$ cat config.mk
export PLATFORM = sky130hd
export DESIGN_NAME = freq_shift_metal_detect_flat
export DESIGN_NICKNAME = d
export VERILOG_FILES = /design/src/hw/rtl/fsmd_pkg.sv /design/src/hw/rtl/fsmd_if.sv /design/src/hw/rtl/freq_shift_metal_detect.sv /design/src/hw/rtl/fsmd_front.sv /design/src/hw/rtl/fsmd_queue.sv /design/src/hw/rtl/fsmd_div.sv /design/src/hw/rtl/fsmd_back.sv /design/src/flat_wrapper.sv
export VERILOG_INCLUDE_DIRS = /design/src /design/src/hw/rtl
export SDC_FILE = /design/constraint.sdc
export NUM_CORES = 1
export LEC_CHECK = 0
export BUFFER_PORTS_ARGS = -buffer_cell sky130_fd_sc_hd__buf_2
export CAP_MARGIN = 20
export CORE_MARGIN = 1.5
export CORE_UTILIZATION = 55
export DETAILED_ROUTE_END_ITERATION = 6
export PLACE_DENSITY = 0.72
export SETUP_SLACK_MARGIN = 0.5
export SLEW_MARGIN = 20
export SYNTH_ARGS = -nofsm -noshare
export SYNTH_HDL_FRONTEND = slang
export SYNTH_SLANG_ARGS = --single-unit
$ cat constraint.sdc
create_clock -name clk -period 16.8 [get_ports clk]
set_input_delay 4.2 -clock clk [delete_from_list [all_inputs] [get_ports clk]]
set_output_delay 4.2 -clock clk [all_outputs]
set_load 0.01 [all_outputs]
$ cat src/hw/rtl/freq_shift_metal_detect_macros.svh
// ---------------------------------------------------------------------------
// Assertion macros for the frequency-shift metal detector
// Shared property forms, clocked on clk and disabled while arst_n is low.
// ---------------------------------------------------------------------------
`ifndef FREQ_SHIFT_METAL_DETECT_MACROS_SVH
`define FREQ_SHIFT_METAL_DETECT_MACROS_SVH

// Same-cycle implication.
`define FSMD_ASSERT_IMPLY(label, ante, cons, msg) \
	label: assert property (@(posedge clk) disable iff (!arst_n) (ante) |-> (cons)) \
		else $error(msg);

// Next-cycle implication.
`define FSMD_ASSERT_NEXT(label, ante, cons, msg) \
	label: assert property (@(posedge clk) disable iff (!arst_n) (ante) |=> (cons)) \
		else $error(msg);

`endif

$ cat src/hw/rtl/fsmd_pkg.sv
// ---------------------------------------------------------------------------
// fsmd_pkg
// Types and constants shared by the frequency-shift metal detector.
// ---------------------------------------------------------------------------
package fsmd_pkg;

	localparam int SAMPLES_PER_AVERAGE = 20;

	localparam int WIDTH_W  = 16;
	localparam int PERIOD_W = WIDTH_W + 1;
	localparam int FREQ_W   = 20;
	localparam int HOLD_W   = 16;
	localparam int CNT_W    = 5;
	localparam int SUM_W    = 25;
	localparam int TICK_W   = 17;
	localparam int DIV_W    = SUM_W;
	localparam int DIV_CNT_W = 5;
	localparam int IDX_W    = 3;

	// The mean is the sum times a reciprocal of the average size rounded up,
	// shifted right. With the shift at SUM_W + CNT_W the rounding error stays
	// below one for every sum that fits in SUM_W bits and every size up to 31.
	localparam int MEAN_SHIFT = SUM_W + CNT_W;
	localparam int RECIP_W    = MEAN_SHIFT + 1;

	localparam longint unsigned MEAN_RECIP_FULL =
		((longint'(1) << MEAN_SHIFT) + SAMPLES_PER_AVERAGE - 1) / SAMPLES_PER_AVERAGE;

	localparam logic [DIV_W-1:0]     MICROS_PER_SECOND = DIV_W'(1000000);
	localparam logic [TICK_W-1:0]    TICKS_MAX   = {TICK_W{1'b1}};
	localparam logic [CNT_W-1:0]     MEAN_LEN    = CNT_W'(SAMPLES_PER_AVERAGE);
	localparam logic [DIV_CNT_W-1:0] DIV_LAST    = DIV_CNT_W'(DIV_W - 1);
	localparam logic [RECIP_W-1:0]   MEAN_RECIP  = RECIP_W'(MEAN_RECIP_FULL);

	// Configuration register indexes.
	localparam logic [IDX_W-1:0] REG_REJECT_BELOW  = 3'd0;
	localparam logic [IDX_W-1:0] REG_REJECT_ABOVE  = 3'd1;
	localparam logic [IDX_W-1:0] REG_ARM_BELOW     = 3'd2;
	localparam logic [IDX_W-1:0] REG_RELEASE_ABOVE = 3'd3;
	localparam logic [IDX_W-1:0] REG_HOLD_TICKS    = 3'd4;

	localparam logic [FREQ_W-1:0] RST_REJECT_BELOW  = FREQ_W'(8000);
	localparam logic [FREQ_W-1:0] RST_REJECT_ABOVE  = FREQ_W'(9500);
	localparam logic [FREQ_W-1:0] RST_ARM_BELOW     = FREQ_W'(8900);
	localparam logic [FREQ_W-1:0] RST_RELEASE_ABOVE = FREQ_W'(9000);
	localparam logic [HOLD_W-1:0] RST_HOLD_TICKS    = HOLD_W'(100);

	// Item kinds decided by the front end.
	localparam logic [1:0] KIND_TICK   = 2'd0;
	localparam logic [1:0] KIND_NULL   = 2'd1;
	localparam logic [1:0] KIND_SAMPLE = 2'd2;

	typedef struct packed {
		logic [1:0]          kind;
		logic [PERIOD_W-1:0] period;
	} item_t;

	typedef struct packed {
		logic [FREQ_W-1:0] reject_below_hz;
		logic [FREQ_W-1:0] reject_above_hz;
		logic [FREQ_W-1:0] arm_below_hz;
		logic [FREQ_W-1:0] release_above_hz;
		logic [HOLD_W-1:0] hold_ticks;
	} cfg_t;

	typedef struct packed {
		logic busy;
		logic done;
	} div_stat_t;

endpackage

$ cat src/hw/rtl/fsmd_if.sv
// ---------------------------------------------------------------------------
// fsmd channel interfaces
// Input item, result item and configuration write channels.
// ---------------------------------------------------------------------------
interface fsmd_in_if import fsmd_pkg::*; ();
	logic               valid;
	logic               ready;
	logic               mode;
	logic [WIDTH_W-1:0] high_width_us;
	logic [WIDTH_W-1:0] low_width_us;

	modport source(output valid, mode, high_width_us, low_width_us, input ready);
	modport sink(input valid, mode, high_width_us, low_width_us, output ready);
endinterface

interface fsmd_out_if import fsmd_pkg::*; ();
	logic              valid;
	logic              ready;
	logic              detect_level;
	logic              armed_flag;
	logic              average_ready;
	logic [FREQ_W-1:0] average_hz;

	modport source(output valid, detect_level, armed_flag, average_ready, average_hz,
		input ready);
	modport sink(input valid, detect_level, armed_flag, average_ready, average_hz,
		output ready);
endinterface

interface fsmd_cfg_if import fsmd_pkg::*; ();
	logic              valid;
	logic              ready;
	logic [IDX_W-1:0]  index;
	logic [FREQ_W-1:0] data;

	modport source(output valid, index, data, input ready);
	modport sink(input valid, index, data, output ready);
endinterface

$ cat src/hw/rtl/freq_shift_metal_detect.sv
// ---------------------------------------------------------------------------
// freq_shift_metal_detect: frequency-shift metal detector with hysteresis
// A tick or zero-period sample passes the queue and then the result register; another
// sample also passes the divider, and one that completes an average the mean state.
// The back end takes one item at a time, a new one only after the last has finished;
// with the result side ready it takes a tick or zero-period sample per cycle.
// Reset: arst_n clears the control state and reloads the register defaults at once.
// ---------------------------------------------------------------------------
module freq_shift_metal_detect import fsmd_pkg::*; (
	input logic         clk,
	input logic         arst_n,
	fsmd_in_if.sink     samples,
	fsmd_out_if.source  results,
	fsmd_cfg_if.sink    cfg
);

	// Configuration registers. Writes are always taken; the user must configure
	// the block only while it has nothing in flight; the block does not enforce it.
	cfg_t cfg_q;

	assign cfg.ready = 1'b1;

	always_ff @(posedge clk or negedge arst_n) begin
		if (!arst_n) begin
			cfg_q.reject_below_hz  <= RST_REJECT_BELOW;
			cfg_q.reject_above_hz  <= RST_REJECT_ABOVE;
			cfg_q.arm_below_hz     <= RST_ARM_BELOW;
			cfg_q.release_above_hz <= RST_RELEASE_ABOVE;
			cfg_q.hold_ticks       <= RST_HOLD_TICKS;
		end else if (cfg.valid) begin
			// An index beyond the register list is ignored.
			unique case (cfg.index)
				REG_REJECT_BELOW:  cfg_q.reject_below_hz  <= cfg.data;
				REG_REJECT_ABOVE:  cfg_q.reject_above_hz  <= cfg.data;
				REG_ARM_BELOW:     cfg_q.arm_below_hz     <= cfg.data;
				REG_RELEASE_ABOVE: cfg_q.release_above_hz <= cfg.data;
				REG_HOLD_TICKS:    cfg_q.hold_ticks       <= cfg.data[HOLD_W-1:0];
				default: begin
				end
			endcase
		end
	end

	// The front end forms the period from the two pulse widths and tags each
	// transfer as a tick, a zero-period sample or a sample to be divided.
	item_t front_item;
	logic  front_push;
	logic  queue_full;

	fsmd_front u_front (
		.samples (samples),
		.full    (queue_full),
		.push    (front_push),
		.item    (front_item)
	);

	// A short queue lets the front end keep taking transfers while the back
	// end is busy dividing.
	item_t queue_item;
	logic  queue_empty;
	logic  queue_pop;

	fsmd_queue u_queue (
		.clk    (clk),
		.arst_n (arst_n),
		.push   (front_push),
		.wdata  (front_item),
		.full   (queue_full),
		.pop    (queue_pop),
		.rdata  (queue_item),
		.empty  (queue_empty)
	);

	// The back end runs the divider once per nonzero-period sample to get its frequency.
	// A sample that completes an average also passes the mean state, a
	// reciprocal multiplication of the registered sum. The back end then
	// updates the armed state and the hold count, and writes one result into
	// its output register per item.
	fsmd_back u_back (
		.clk     (clk),
		.arst_n  (arst_n),
		.cfg     (cfg_q),
		.item    (queue_item),
		.empty   (queue_empty),
		.pop     (queue_pop),
		.results (results)
	);

endmodule

$ cat src/hw/rtl/fsmd_front.sv
// ---------------------------------------------------------------------------
// fsmd_front
// Accepts input items, forms the period and classifies each item.
// ---------------------------------------------------------------------------
module fsmd_front import fsmd_pkg::*; (
	fsmd_in_if.sink samples,
	input  logic    full,
	output logic    push,
	output item_t   item
);

	logic [PERIOD_W-1:0] period;

	assign period = {1'b0, samples.high_width_us} + {1'b0, samples.low_width_us};

	assign samples.ready = !full;
	assign push = samples.valid && !full;

	always_comb begin
		item.period = period;
		if (samples.mode) begin
			item.kind = KIND_TICK;
		end else if (period == '0) begin
			item.kind = KIND_NULL;
		end else begin
			item.kind = KIND_SAMPLE;
		end
	end

endmodule

$ cat src/hw/rtl/fsmd_queue.sv
// ---------------------------------------------------------------------------
// fsmd_queue
// Two-entry queue between the front end and the back end.
// ---------------------------------------------------------------------------
module fsmd_queue import fsmd_pkg::*; (
	input  logic  clk,
	input  logic  arst_n,
	input  logic  push,
	input  item_t wdata,
	output logic  full,
	input  logic  pop,
	output item_t rdata,
	output logic  empty
);

	item_t      entry_q [2];
	logic       wr_ptr_q;
	logic       rd_ptr_q;
	logic [1:0] count_q;

	assign full  = (count_q == 2'd2);
	assign empty = (count_q == 2'd0);
	assign rdata = entry_q[rd_ptr_q];

	always_ff @(posedge clk or negedge arst_n) begin
		if (!arst_n) begin
			wr_ptr_q <= 1'b0;
			rd_ptr_q <= 1'b0;
			count_q  <= 2'd0;
		end else begin
			if (push) begin
				wr_ptr_q <= !wr_ptr_q;
			end
			if (pop) begin
				rd_ptr_q <= !rd_ptr_q;
			end
			if (push && !pop) begin
				count_q <= count_q + 2'd1;
			end else if (pop && !push) begin
				count_q <= count_q - 2'd1;
			end
		end
	end

	always_ff @(posedge clk) begin
		if (push) begin
			entry_q[wr_ptr_q] <= wdata;
		end
	end

endmodule

$ cat src/hw/rtl/fsmd_div.sv
// ---------------------------------------------------------------------------
// fsmd_div
// Restoring divider, one quotient bit per cycle.
// ---------------------------------------------------------------------------
module fsmd_div import fsmd_pkg::*; (
	input  logic                clk,
	input  logic                arst_n,
	input  logic                start,
	input  logic [DIV_W-1:0]    dividend,
	input  logic [PERIOD_W-1:0] divisor,
	output logic [DIV_W-1:0]    quotient,
	output div_stat_t           stat
);

	logic                 busy_q;
	logic                 done_q;
	logic [DIV_CNT_W-1:0] cnt_q;
	logic [DIV_W-1:0]     dvd_q;
	logic [PERIOD_W:0]    rem_q;
	logic [PERIOD_W-1:0]  dvs_q;
	logic [PERIOD_W:0]    rem_sh;
	logic [PERIOD_W:0]    diff;
	logic                 ge;

	// The remainder stays below the divisor, so it never uses its top bit
	// before the shift.
	assign rem_sh = {rem_q[PERIOD_W-1:0], dvd_q[DIV_W-1]};
	assign diff   = rem_sh - {1'b0, dvs_q};
	assign ge     = (rem_sh >= {1'b0, dvs_q});

	assign quotient  = dvd_q;
	assign stat.busy = busy_q;
	assign stat.done = done_q;

	always_ff @(posedge clk or negedge arst_n) begin
		if (!arst_n) begin
			busy_q <= 1'b0;
			done_q <= 1'b0;
			cnt_q  <= '0;
		end else begin
			done_q <= 1'b0;
			if (start) begin
				busy_q <= 1'b1;
				cnt_q  <= DIV_LAST;
			end else if (busy_q) begin
				cnt_q <= cnt_q - DIV_CNT_W'(1);
				if (cnt_q == '0) begin
					busy_q <= 1'b0;
					done_q <= 1'b1;
				end
			end
		end
	end

	always_ff @(posedge clk) begin
		if (start) begin
			dvd_q <= dividend;
			dvs_q <= divisor;
			rem_q <= '0;
		end else if (busy_q) begin
			rem_q <= ge ? diff : rem_sh;
			dvd_q <= {dvd_q[DIV_W-2:0], ge};
		end
	end

endmodule

$ cat src/hw/rtl/fsmd_back.sv
// ---------------------------------------------------------------------------
// fsmd_back
// Executes queued items: frequency, averaging, arming and hold timing.
// ---------------------------------------------------------------------------
`include "freq_shift_metal_detect_macros.svh"

module fsmd_back import fsmd_pkg::*; (
	input  logic  clk,
	input  logic  arst_n,
	input  cfg_t  cfg,
	input  item_t item,
	input  logic  empty,
	output logic  pop,
	fsmd_out_if.source results
);

	localparam logic [1:0] ST_IDLE = 2'd0;
	localparam logic [1:0] ST_FREQ = 2'd1;
	localparam logic [1:0] ST_MEAN = 2'd2;

	logic [1:0]        state_q, state_d;
	logic [CNT_W-1:0]  cnt_q, cnt_d, cnt_inc;
	logic [SUM_W-1:0]  sum_q, sum_d, sum_add;
	logic              armed_q, armed_d;
	logic [TICK_W-1:0] ticks_q, ticks_d;
	logic              detect_q, detect_d;

	logic              out_valid_q;
	logic              out_detect_q;
	logic              out_armed_q;
	logic              out_avg_rdy_q;
	logic [FREQ_W-1:0] out_avg_q;

	logic              slot_free;
	logic              finish;
	logic              avg_rdy;
	logic [FREQ_W-1:0] avg;
	logic [FREQ_W-1:0] freq;
	logic              in_window;

	logic [SUM_W+RECIP_W-1:0] mean_prod;

	logic                div_start;
	logic [DIV_W-1:0]    div_dvd;
	logic [PERIOD_W-1:0] div_dvs;
	logic [DIV_W-1:0]    div_quo;
	div_stat_t           div_stat;

	fsmd_div u_div (
		.clk      (clk),
		.arst_n   (arst_n),
		.start    (div_start),
		.dividend (div_dvd),
		.divisor  (div_dvs),
		.quotient (div_quo),
		.stat     (div_stat)
	);

	// Only this module writes the result register, so a slot that is free
	// when an item is popped stays free until that item finishes.
	assign slot_free = !out_valid_q || results.ready;

	assign freq      = div_quo[FREQ_W-1:0];
	assign in_window = (freq > cfg.reject_below_hz) && (freq < cfg.reject_above_hz);
	assign sum_add   = sum_q + {{(SUM_W-FREQ_W){1'b0}}, freq};
	assign cnt_inc   = cnt_q + CNT_W'(1);

	// The mean of a completed average comes from the registered sum by a
	// reciprocal multiplication.
	assign mean_prod = {{RECIP_W{1'b0}}, sum_q} * {{SUM_W{1'b0}}, MEAN_RECIP};

	always_comb begin
		state_d   = state_q;
		cnt_d     = cnt_q;
		sum_d     = sum_q;
		armed_d   = armed_q;
		ticks_d   = ticks_q;
		detect_d  = detect_q;
		pop       = 1'b0;
		finish    = 1'b0;
		avg_rdy   = 1'b0;
		avg       = '0;
		div_start = 1'b0;
		div_dvd   = MICROS_PER_SECOND;
		div_dvs   = item.period;

		unique case (state_q)
			ST_IDLE: begin
				if (!empty && slot_free) begin
					pop = 1'b1;
					unique case (item.kind)
						KIND_TICK: begin
							if (armed_q && ticks_q != TICKS_MAX) begin
								ticks_d = ticks_q + TICK_W'(1);
							end
							finish = 1'b1;
						end
						KIND_SAMPLE: begin
							div_start = 1'b1;
							state_d   = ST_FREQ;
						end
						default: begin
							finish = 1'b1;
						end
					endcase
				end
			end
			ST_FREQ: begin
				if (div_stat.done) begin
					if (in_window && cnt_inc == MEAN_LEN) begin
						// The last sample of an average: the full sum is registered
						// in the sum register, and the mean state takes the mean from it.
						sum_d   = sum_add;
						cnt_d   = '0;
						state_d = ST_MEAN;
					end else begin
						if (in_window) begin
							sum_d = sum_add;
							cnt_d = cnt_inc;
						end
						finish  = 1'b1;
						state_d = ST_IDLE;
					end
				end
			end
			ST_MEAN: begin
				avg     = mean_prod[MEAN_SHIFT +: FREQ_W];
				avg_rdy = 1'b1;
				if (avg < cfg.arm_below_hz) begin
					if (!armed_q) begin
						armed_d = 1'b1;
						ticks_d = '0;
					end
				end else if (avg > cfg.release_above_hz) begin
					armed_d  = 1'b0;
					detect_d = 1'b0;
				end
				sum_d   = '0;
				cnt_d   = '0;
				finish  = 1'b1;
				state_d = ST_IDLE;
			end
			default: begin
				state_d = ST_IDLE;
			end
		endcase

		if (finish && armed_d && ticks_d > {1'b0, cfg.hold_ticks}) begin
			detect_d = 1'b1;
		end
	end

	always_ff @(posedge clk or negedge arst_n) begin
		if (!arst_n) begin
			state_q     <= ST_IDLE;
			cnt_q       <= '0;
			sum_q       <= '0;
			armed_q     <= 1'b0;
			ticks_q     <= '0;
			detect_q    <= 1'b0;
			out_valid_q <= 1'b0;
		end else begin
			state_q  <= state_d;
			cnt_q    <= cnt_d;
			sum_q    <= sum_d;
			armed_q  <= armed_d;
			ticks_q  <= ticks_d;
			detect_q <= detect_d;
			if (finish) begin
				out_valid_q <= 1'b1;
			end else if (results.ready) begin
				out_valid_q <= 1'b0;
			end
		end
	end

	always_ff @(posedge clk) begin
		if (finish) begin
			out_detect_q  <= detect_d;
			out_armed_q   <= armed_d;
			out_avg_rdy_q <= avg_rdy;
			out_avg_q     <= avg;
		end
	end

	assign results.valid         = out_valid_q;
	assign results.detect_level  = out_detect_q;
	assign results.armed_flag    = out_armed_q;
	assign results.average_ready = out_avg_rdy_q;
	assign results.average_hz    = out_avg_q;

	`FSMD_ASSERT_IMPLY(a_finish_slot, finish, slot_free, "result written over a pending transfer")
	`FSMD_ASSERT_NEXT(a_div_started, div_start, div_stat.busy, "divider did not start")
	`FSMD_ASSERT_IMPLY(a_detect_armed, detect_q, armed_q, "detect high while disarmed")
	`FSMD_ASSERT_IMPLY(a_cnt_range, 1'b1, cnt_q < MEAN_LEN, "sample count passed the average size")

endmodule
$ cat src/flat_wrapper.sv
// flat-port wrapper written by rule: the top's interface ports become plain ports
module freq_shift_metal_detect_flat import fsmd_pkg::*;
  (clk, arst_n, samples_valid, samples_mode, samples_high_width_us, samples_low_width_us, samples_ready, results_valid, results_detect_level, results_armed_flag, results_average_ready, results_average_hz, results_ready, cfg_valid, cfg_index, cfg_data, cfg_ready);
  fsmd_in_if samples_i ();
  fsmd_out_if results_i ();
  fsmd_cfg_if cfg_i ();
  input logic clk;
  input logic arst_n;
  input wire logic [$bits(samples_i.valid)-1:0] samples_valid;
  input wire logic [$bits(samples_i.mode)-1:0] samples_mode;
  input wire logic [$bits(samples_i.high_width_us)-1:0] samples_high_width_us;
  input wire logic [$bits(samples_i.low_width_us)-1:0] samples_low_width_us;
  output wire logic [$bits(samples_i.ready)-1:0] samples_ready;
  output wire logic [$bits(results_i.valid)-1:0] results_valid;
  output wire logic [$bits(results_i.detect_level)-1:0] results_detect_level;
  output wire logic [$bits(results_i.armed_flag)-1:0] results_armed_flag;
  output wire logic [$bits(results_i.average_ready)-1:0] results_average_ready;
  output wire logic [$bits(results_i.average_hz)-1:0] results_average_hz;
  input wire logic [$bits(results_i.ready)-1:0] results_ready;
  input wire logic [$bits(cfg_i.valid)-1:0] cfg_valid;
  input wire logic [$bits(cfg_i.index)-1:0] cfg_index;
  input wire logic [$bits(cfg_i.data)-1:0] cfg_data;
  output wire logic [$bits(cfg_i.ready)-1:0] cfg_ready;
  assign samples_i.valid = samples_valid;
  assign samples_i.mode = samples_mode;
  assign samples_i.high_width_us = samples_high_width_us;
  assign samples_i.low_width_us = samples_low_width_us;
  assign samples_ready = samples_i.ready;
  assign results_valid = results_i.valid;
  assign results_detect_level = results_i.detect_level;
  assign results_armed_flag = results_i.armed_flag;
  assign results_average_ready = results_i.average_ready;
  assign results_average_hz = results_i.average_hz;
  assign results_i.ready = results_ready;
  assign cfg_i.valid = cfg_valid;
  assign cfg_i.index = cfg_index;
  assign cfg_i.data = cfg_data;
  assign cfg_ready = cfg_i.ready;
  freq_shift_metal_detect u_core (.clk(clk), .arst_n(arst_n), .samples(samples_i), .results(results_i), .cfg(cfg_i));
endmodule
==> metrics, run 1 <==
number of buffers between clock root and the deepest sink 3; Net Count, Synth 3313; Clock H-tree levels 1; Total GRT Usage 0.267; Final Hold Violating Endpoints 0; data arrival time of the critical path 11950 ps; number of buffers added by the clock tree synthesis step 28; period utilisation layout 0.691; critical path launch point type flop; dominant combinational cell family by area after synthesis adder cells; number of global-route vias before repair 19641; Setup Fix Bufs, Post-CTS 0; slew at the pin with the worst max-slew slack 928 ps; multiplexer area fraction after synthesis 0.0372; DR WL/cell 18.8 µm; number of cells on the worst hold path 2; upper clock frequency limit 0.0861 GHz; CTS tree built; path type of the worst setup path reg2reg; number of setup violations in the final report 0; largest incremental delay on the critical path 590 ps; cell taking the most area after synthesis sky130_fd_sc_hd__ha_1; count of cells resized by post-cts repair 0; normalized max-slew margin 0.380; initial antenna violation count 0; number of flops mapped to enable cells by yosys 78; outcome finished, final reports clean; Buffers & Inverters on Critical Path 6; post-synthesis average cell area 9.95 µm²; area fraction in compound gates after synthesis 0.103; largest delay contributor family on the critical path adder cells; CP Capture Type flop; length of the first detailed-routing pass in iterations 7; via count 18694; setup TNS 0 ps; most common cell type on the critical path sky130_fd_sc_hd__fa_1; unrepaired setup endpoints after global routing false; remaining design rule violation count 0; xor and xnor area share after synthesis 0.0256; clock-pin transition on the worst setup and hold timing paths 70 ps; Gate Count Post-Synth 2607; fraction of met3 tracks used by global routing 0.0241; area share of the leading cell type in the synthesized netlist 0.200; initial cell density of the core 0.557; count of filler cells inserted in the layout 3890; placeable core region 46600 µm²; critical path depth in cells 41; number of DRC markers after the initial detailed-route iteration 1040; adder and majority cell fraction of the synthesized area 0.378; routability cong. 0.997; fraction of registers with async set/reset 0.570; biggest fanout along the worst timing path 16; slowest cell on the critical path sky130_fd_sc_hd__dfrtp_1; CTS Sinks 279; count of hold-fix buffers inserted at cts 0; most frequently used flop master after synthesis sky130_fd_sc_hd__dfrtp_1; Hold Crit Class reg2reg; share of the yosys chip area belonging to registers 0.277; horizontal die dimension 220 µm; die footprint 48500 µm²; total of flip-flops plus latches after synthesis 279; total wirelength of the detailed-routed design 62300 µm; cells on worst reg2reg path 41; # Max-Cap Violations 0; insertion delay of the later-clocked pin in the worst-skew pair 560 ps; Yosys warnings 0; most common cell in the synthesized netlist sky130_fd_sc_hd__inv_1; DRT antenna net count 0; floorplan die height 220 µm; total number of placement rows 79; GR Util met2 0.454; HPWL after detailed placement 50600 µm; total count of max-transition violations in the final report 0; number of top-level design ports 87; most congested layer reported by global routing met2; GR Overflow Total 0; number of nets in the layout 3396; pin count of the biggest net entering global routing 82; fraction of final layout cells sized beyond drive strength 1 0.0874; wire length of the first global-routing pass 102000 µm; critical path required time 17140 ps; cell types with the largest area share after synthesis sky130_fd_sc_hd__ha_1 (20%), sky130_fd_sc_hd__fa_1 (18%), sky130_fd_sc_hd__dfrtp_1 (13%), sky130_fd_sc_hd__edfxtp_1 (9.0%), sky130_fd_sc_hd__inv_1 (7.8%); share of synthesized cell area in and, or, nand and nor gates 0.0944; cell at the root of the clock tree sky130_fd_sc_hd__clkbuf_16; synthesis-to-finish area growth 8.40%; combined area of all synthesized cells 26000 µm²; Distinct cells, synth 80; ant diodes 0; quantity of I/O buffers inserted on ports 85; average vias per placed instance 5.63; min cycle time layout 11610 ps; final worst clock skew 17.1 ps; met1 capacity usage during global routing 0.361; ranking of synthesized cells by instance count sky130_fd_sc_hd__inv_1 (536), sky130_fd_sc_hd__ha_1 (414), sky130_fd_sc_hd__fa_1 (231)
-- final timing paths --
path                                         startpoint                                 end  slack [ps]
max in group asynchronous                        arst_n                    u_core.cfg_q[13]       11880
min                        u_core.u_back.u_div.rem_q[0]        u_core.u_back.u_div.rem_q[0]         490
min in group asynchronous                        arst_n             u_core.u_back.sum_q[24]        3670
max                              u_core.u_back.sum_q[3]  u_core.u_back.results.detect_level        5190
max reg2reg                      u_core.u_back.sum_q[3]  u_core.u_back.results.detect_level        5190
min reg2reg                u_core.u_back.u_div.rem_q[0]        u_core.u_back.u_div.rem_q[0]         490
-- final cells by class --
cell class / count / area (µm²) / area share
multi-input combinational: 1745 / 16600 / 0.590
clock inverter: 14 / 180 / 0.00640
timing repair buffer: 99 / 541 / 0.0192
inverter: 537 / 2020 / 0.0717
clock buffer: 38 / 832 / 0.0296
sequential: 279 / 7190 / 0.256
tap: 607 / 759 / 0.0270
-- per-stage QoR --
step / instance area [µm²] / hold slack [ps] / utilization / cells / setup WS [ps]
floorplan: 26000 / 436 / - / 2607 / 6340
global placement: 27100 / 472 / 0.582 / 3267 / 5580
detailed placement: 27100 / 484 / 0.582 / 3267 / 5330
CTS: 28100 / 498 / 0.604 / 3319 / 5270
global route: 28100 / 519 / 0.604 / 3319 / 4470
finish: 28100 / 492 / 0.604 / 3319 / 5190
-- registers in the layout, indices dropped and copies added (netlist names) --
name                                 cells
u_core.cfg_q                            96
u_core.u_back.armed_q                    1
u_core.u_back.cnt_q                      5
u_core.u_back.detect_q                   1
u_core.u_back.results.armed_flag         1
u_core.u_back.results.average_hz        20
u_core.u_back.results.average_ready      1
u_core.u_back.results.detect_level       1
u_core.u_back.results.valid              1
u_core.u_back.state_q                    2
u_core.u_back.sum_q                     25
u_core.u_back.ticks_q                   17
u_core.u_back.u_div.busy_q               1
u_core.u_back.u_div.cnt_q                5
u_core.u_back.u_div.done_q               1
u_core.u_back.u_div.dvs_q               17
u_core.u_back.u_div.quotient            25
u_core.u_back.u_div.rem_q               17
u_core.u_queue.count_q                   2
u_core.u_queue.entry_q                  38
u_core.u_queue.rd_ptr_q                  1
u_core.u_queue.wr_ptr_q                  1
-- layout by cell type, fill, tap and decap left out, types with 20 or more instances in the layout --
cell and n:
sky130_fd_sc_hd__inv_1 536, sky130_fd_sc_hd__ha_1 414, sky130_fd_sc_hd__fa_1 231, sky130_fd_sc_hd__nand2_1 169, sky130_fd_sc_hd__o21ai_0 169, sky130_fd_sc_hd__dfrtp_1 133
sky130_fd_sc_hd__nor2_1 109, sky130_fd_sc_hd__a21oi_1 92, sky130_fd_sc_hd__buf_2 84, sky130_fd_sc_hd__edfxtp_1 78, sky130_fd_sc_hd__nand3_1 48, sky130_fd_sc_hd__mux2i_1 48
sky130_fd_sc_hd__xnor2_1 47, sky130_fd_sc_hd__mux2_2 43, sky130_fd_sc_hd__dfxtp_1 42, sky130_fd_sc_hd__a21o_1 35, sky130_fd_sc_hd__clkbuf_16 31, sky130_fd_sc_hd__xor2_1 29
sky130_fd_sc_hd__dfstp_2 25, sky130_fd_sc_hd__nand2b_1 23, sky130_fd_sc_hd__nor3_1 22, sky130_fd_sc_hd__and2_1 20, sky130_fd_sc_hd__o21a_1 20
-- worst reg2reg max path, delay by kind of cell (launching register included) --
family                   cells  cell delay, ps
AO/OA/AOI/OAI               17            4190
buffers and inverters        6             560
flip-flops                   1             590
AND/OR/NAND/NOR              7            1140
XOR/XNOR                     1             300
adder cells (fa/ha/maj)     10            4620
-- cells by family after synthesis --
kind of cell / count (synthesis)
buffers and inverters: 583
flip-flops: 279
AND/OR/NAND/NOR: 503
adder cells (fa/ha/maj): 645
AO/OA/AOI/OAI: 429
other: 1
XOR/XNOR: 76
multiplexers: 91
-- routing by layer --
metal	part of all wire	wire length, µm
met1	0.44	27500
met2	0.49	30300
met3	0.043	2660
met4	0.030	1870
met5	0	0
Power of run 1 is left out: the tool's default activity adds up to more than one toggle a clock period on the data nets, which glitch-free logic cannot reach.
==> run 2, diff against run 1 <==
- clock period: 16.8 -> 12 ns (I/O delays scaled with it)
==> metrics, run 2 (synthesis gave the netlist of run 1 again) <==
min cycle time layout 11180 ps (was 11610 ps); length of the first detailed-routing pass in iterations 6 (was 7); routability cong. 0.954 (was 0.997); unrepaired setup endpoints after global routing false (unchanged); leading cell type in the layout, fill and taps excluded sky130_fd_sc_hd__inv_1 (unchanged); HPWL after detailed placement 49800 µm (was 50600 µm); horizontal die dimension 220 µm (unchanged); setup TNS 0 ps (unchanged); initial cell density of the core 0.557 (unchanged); die footprint 48500 µm² (unchanged); timing startpoint of the critical path u_core.u_back.sum_q[19] (was u_core.u_back.sum_q[3]); CTS tree built (unchanged); period utilisation layout 0.932 (was 0.691); normalized max-slew margin 0.341 (was 0.380); pin count of the biggest net entering global routing 99 (was 82); Regs by FF count u_core.cfg_q (96), u_core.u_queue.entry_q (38) (unchanged); number of DRC markers after the initial detailed-route iteration 1062 (was 1040); Layout Cells excl Fill 3337 (was 3319); most common cell type on the critical path sky130_fd_sc_hd__fa_1 (unchanged); DR WL/cell 18.6 µm (was 18.8 µm); largest incremental delay on the critical path 710 ps (was 590 ps); fraction of final layout cells sized beyond drive strength 1 0.101 (was 0.0874); via count 18778 (was 18694); wire length of the first global-routing pass 100000 µm (was 102000 µm); critical path launch point type flop (unchanged); number of buffers added by the clock tree synthesis step 27 (was 28); initial antenna violation count 0 (unchanged); insertion delay of the later-clocked pin in the worst-skew pair 550 ps (was 560 ps); Clock H-tree levels 1 (unchanged); GR Overflow Total 0 (unchanged); launch point of the worst hold path u_core.u_back.u_div.done_q (was u_core.u_back.u_div.rem_q[0]); slowest cell on the critical path sky130_fd_sc_hd__dfrtp_1 (unchanged); Post-Route Utilization 0.606 (was 0.604); clock-pin transition on the worst setup and hold timing paths 70 ps (about the same); total count of max-transition violations in the final report 0 (unchanged); largest delay contributor family on the critical path adder cells (unchanged); data arrival time of the critical path 11460 ps (was 11950 ps); CTS Sinks 279 (unchanged); number of nets in the layout 3416 (was 3396); launching point of the worst reg2reg path u_core.u_back.sum_q[19] (was u_core.u_back.sum_q[3]); number of top-level design ports 87 (unchanged); remaining design rule violation count 0 (unchanged); path type of the worst setup path reg2reg (unchanged); CP Capture Type flop (unchanged); upper clock frequency limit 0.0894 GHz (was 0.0861 GHz); total number of placement rows 79 (unchanged); critical path required time 12280 ps (was 17140 ps); total wirelength of the detailed-routed design 62200 µm (was 62300 µm); highest-count cells in the layout ignoring fill and taps sky130_fd_sc_hd__inv_1 (536), sky130_fd_sc_hd__ha_1 (412), sky130_fd_sc_hd__fa_1 (231) (was sky130_fd_sc_hd__inv_1 (536), sky130_fd_sc_hd__ha_1 (414), sky130_fd_sc_hd__fa_1 (231)); ant diodes 0 (unchanged); # Max-Cap Violations 0 (unchanged); number of setup violations in the final report 0 (unchanged); outcome finished, final reports clean (unchanged); Final Hold Violating Endpoints 0 (unchanged); placeable core region 46600 µm² (unchanged); average vias per placed instance 5.63 (about the same); DRT antenna net count 0 (unchanged); Buffers & Inverters on Critical Path 8 (was 6); Placed Cells incl. Taps 3270 (was 3267); synthesis-to-finish area growth 8.71% (was 8.40%); Hold Crit Class reg2reg (unchanged); number of flip-flops under the largest register name 96 (unchanged); final-layout worst hold slack 485 ps (was 492 ps); biggest fanout along the worst timing path 9 (was 16); Total GRT Usage 0.263 (was 0.267); floorplan die height 220 µm (unchanged); slew at the pin with the worst max-slew slack 989 ps (was 928 ps); quantity of I/O buffers inserted on ports 85 (unchanged); final worst clock skew 16.5 ps (was 17.1 ps); largest register by flop count u_core.cfg_q (unchanged); number of buffers between clock root and the deepest sink 3 (unchanged); cell at the root of the clock tree sky130_fd_sc_hd__clkbuf_16 (unchanged); number of global-route vias before repair 19429 (was 19641)
-- run 2: final timing paths --
path | endpoint | slack, ps | cells after the start
hold / removal | u_core.u_back.state_q[0] | 490 | 1
max in group asynchronous | u_core.u_back.u_div.busy_q | 8010 | 2
hold reg to reg | u_core.u_back.state_q[0] | 490 | 1
setup reg to reg | u_core.u_back.results.detect_level | 820 | 40
setup / recovery | u_core.u_back.results.detect_level | 820 | 40
min in group asynchronous | u_core.u_back.sum_q[24] | 2530 | 1
-- run 2: cell type report --
class                      instances  area [µm²]
tap                              607         759
timing repair buffer             120         707
inverter                         537        2020
multi-input combinational       1745       16700
sequential                       279        7210
clock inverter                    12        66.3
fill                            3859       18300
clock buffer                      37         778
-- run 2: per-stage QoR --
| stage | instance area, µm² | setup slack [ps] |
|---|---|---|
| 4_1_cts | 28000 | 676 |
| 3_3_place_gp | 27100 | 762 |
| 5_1_grt | 28200 | 330 |
| 2_1_floorplan | 26000 | 1540 |
| 3_5_place_dp | 27100 | 480 |
| 6_report | 28200 | 817 |
-- run 2: timing repair --
item,4_1_cts,5_1_grt
pin swaps,0,7
buffers inserted,0,18
resized for setup,4,18
hold buffers,0,0
endpoints found under the setup margin,1,2
-- run 2: worst register-to-register path, delay by kind of cell (launching register included) --
kind | cells | cell delay (ps)
buffers and inverters | 8 | 780
adders and majority gates | 10 | 4500
DFF | 1 | 710
and+or+nand+nor | 7 | 1590
AOI/OAI and AO/OA | 14 | 3120
xor gates and xnor gates | 1 | 210
-- run 2: metal layers --
layer,share of wire,track usage
met4,0.030,0.0800
met2,0.49,0.452
met5,0,0
met3,0.049,0.0305
met1,0.43,0.350
Power of run 2 is left out for the same reason.
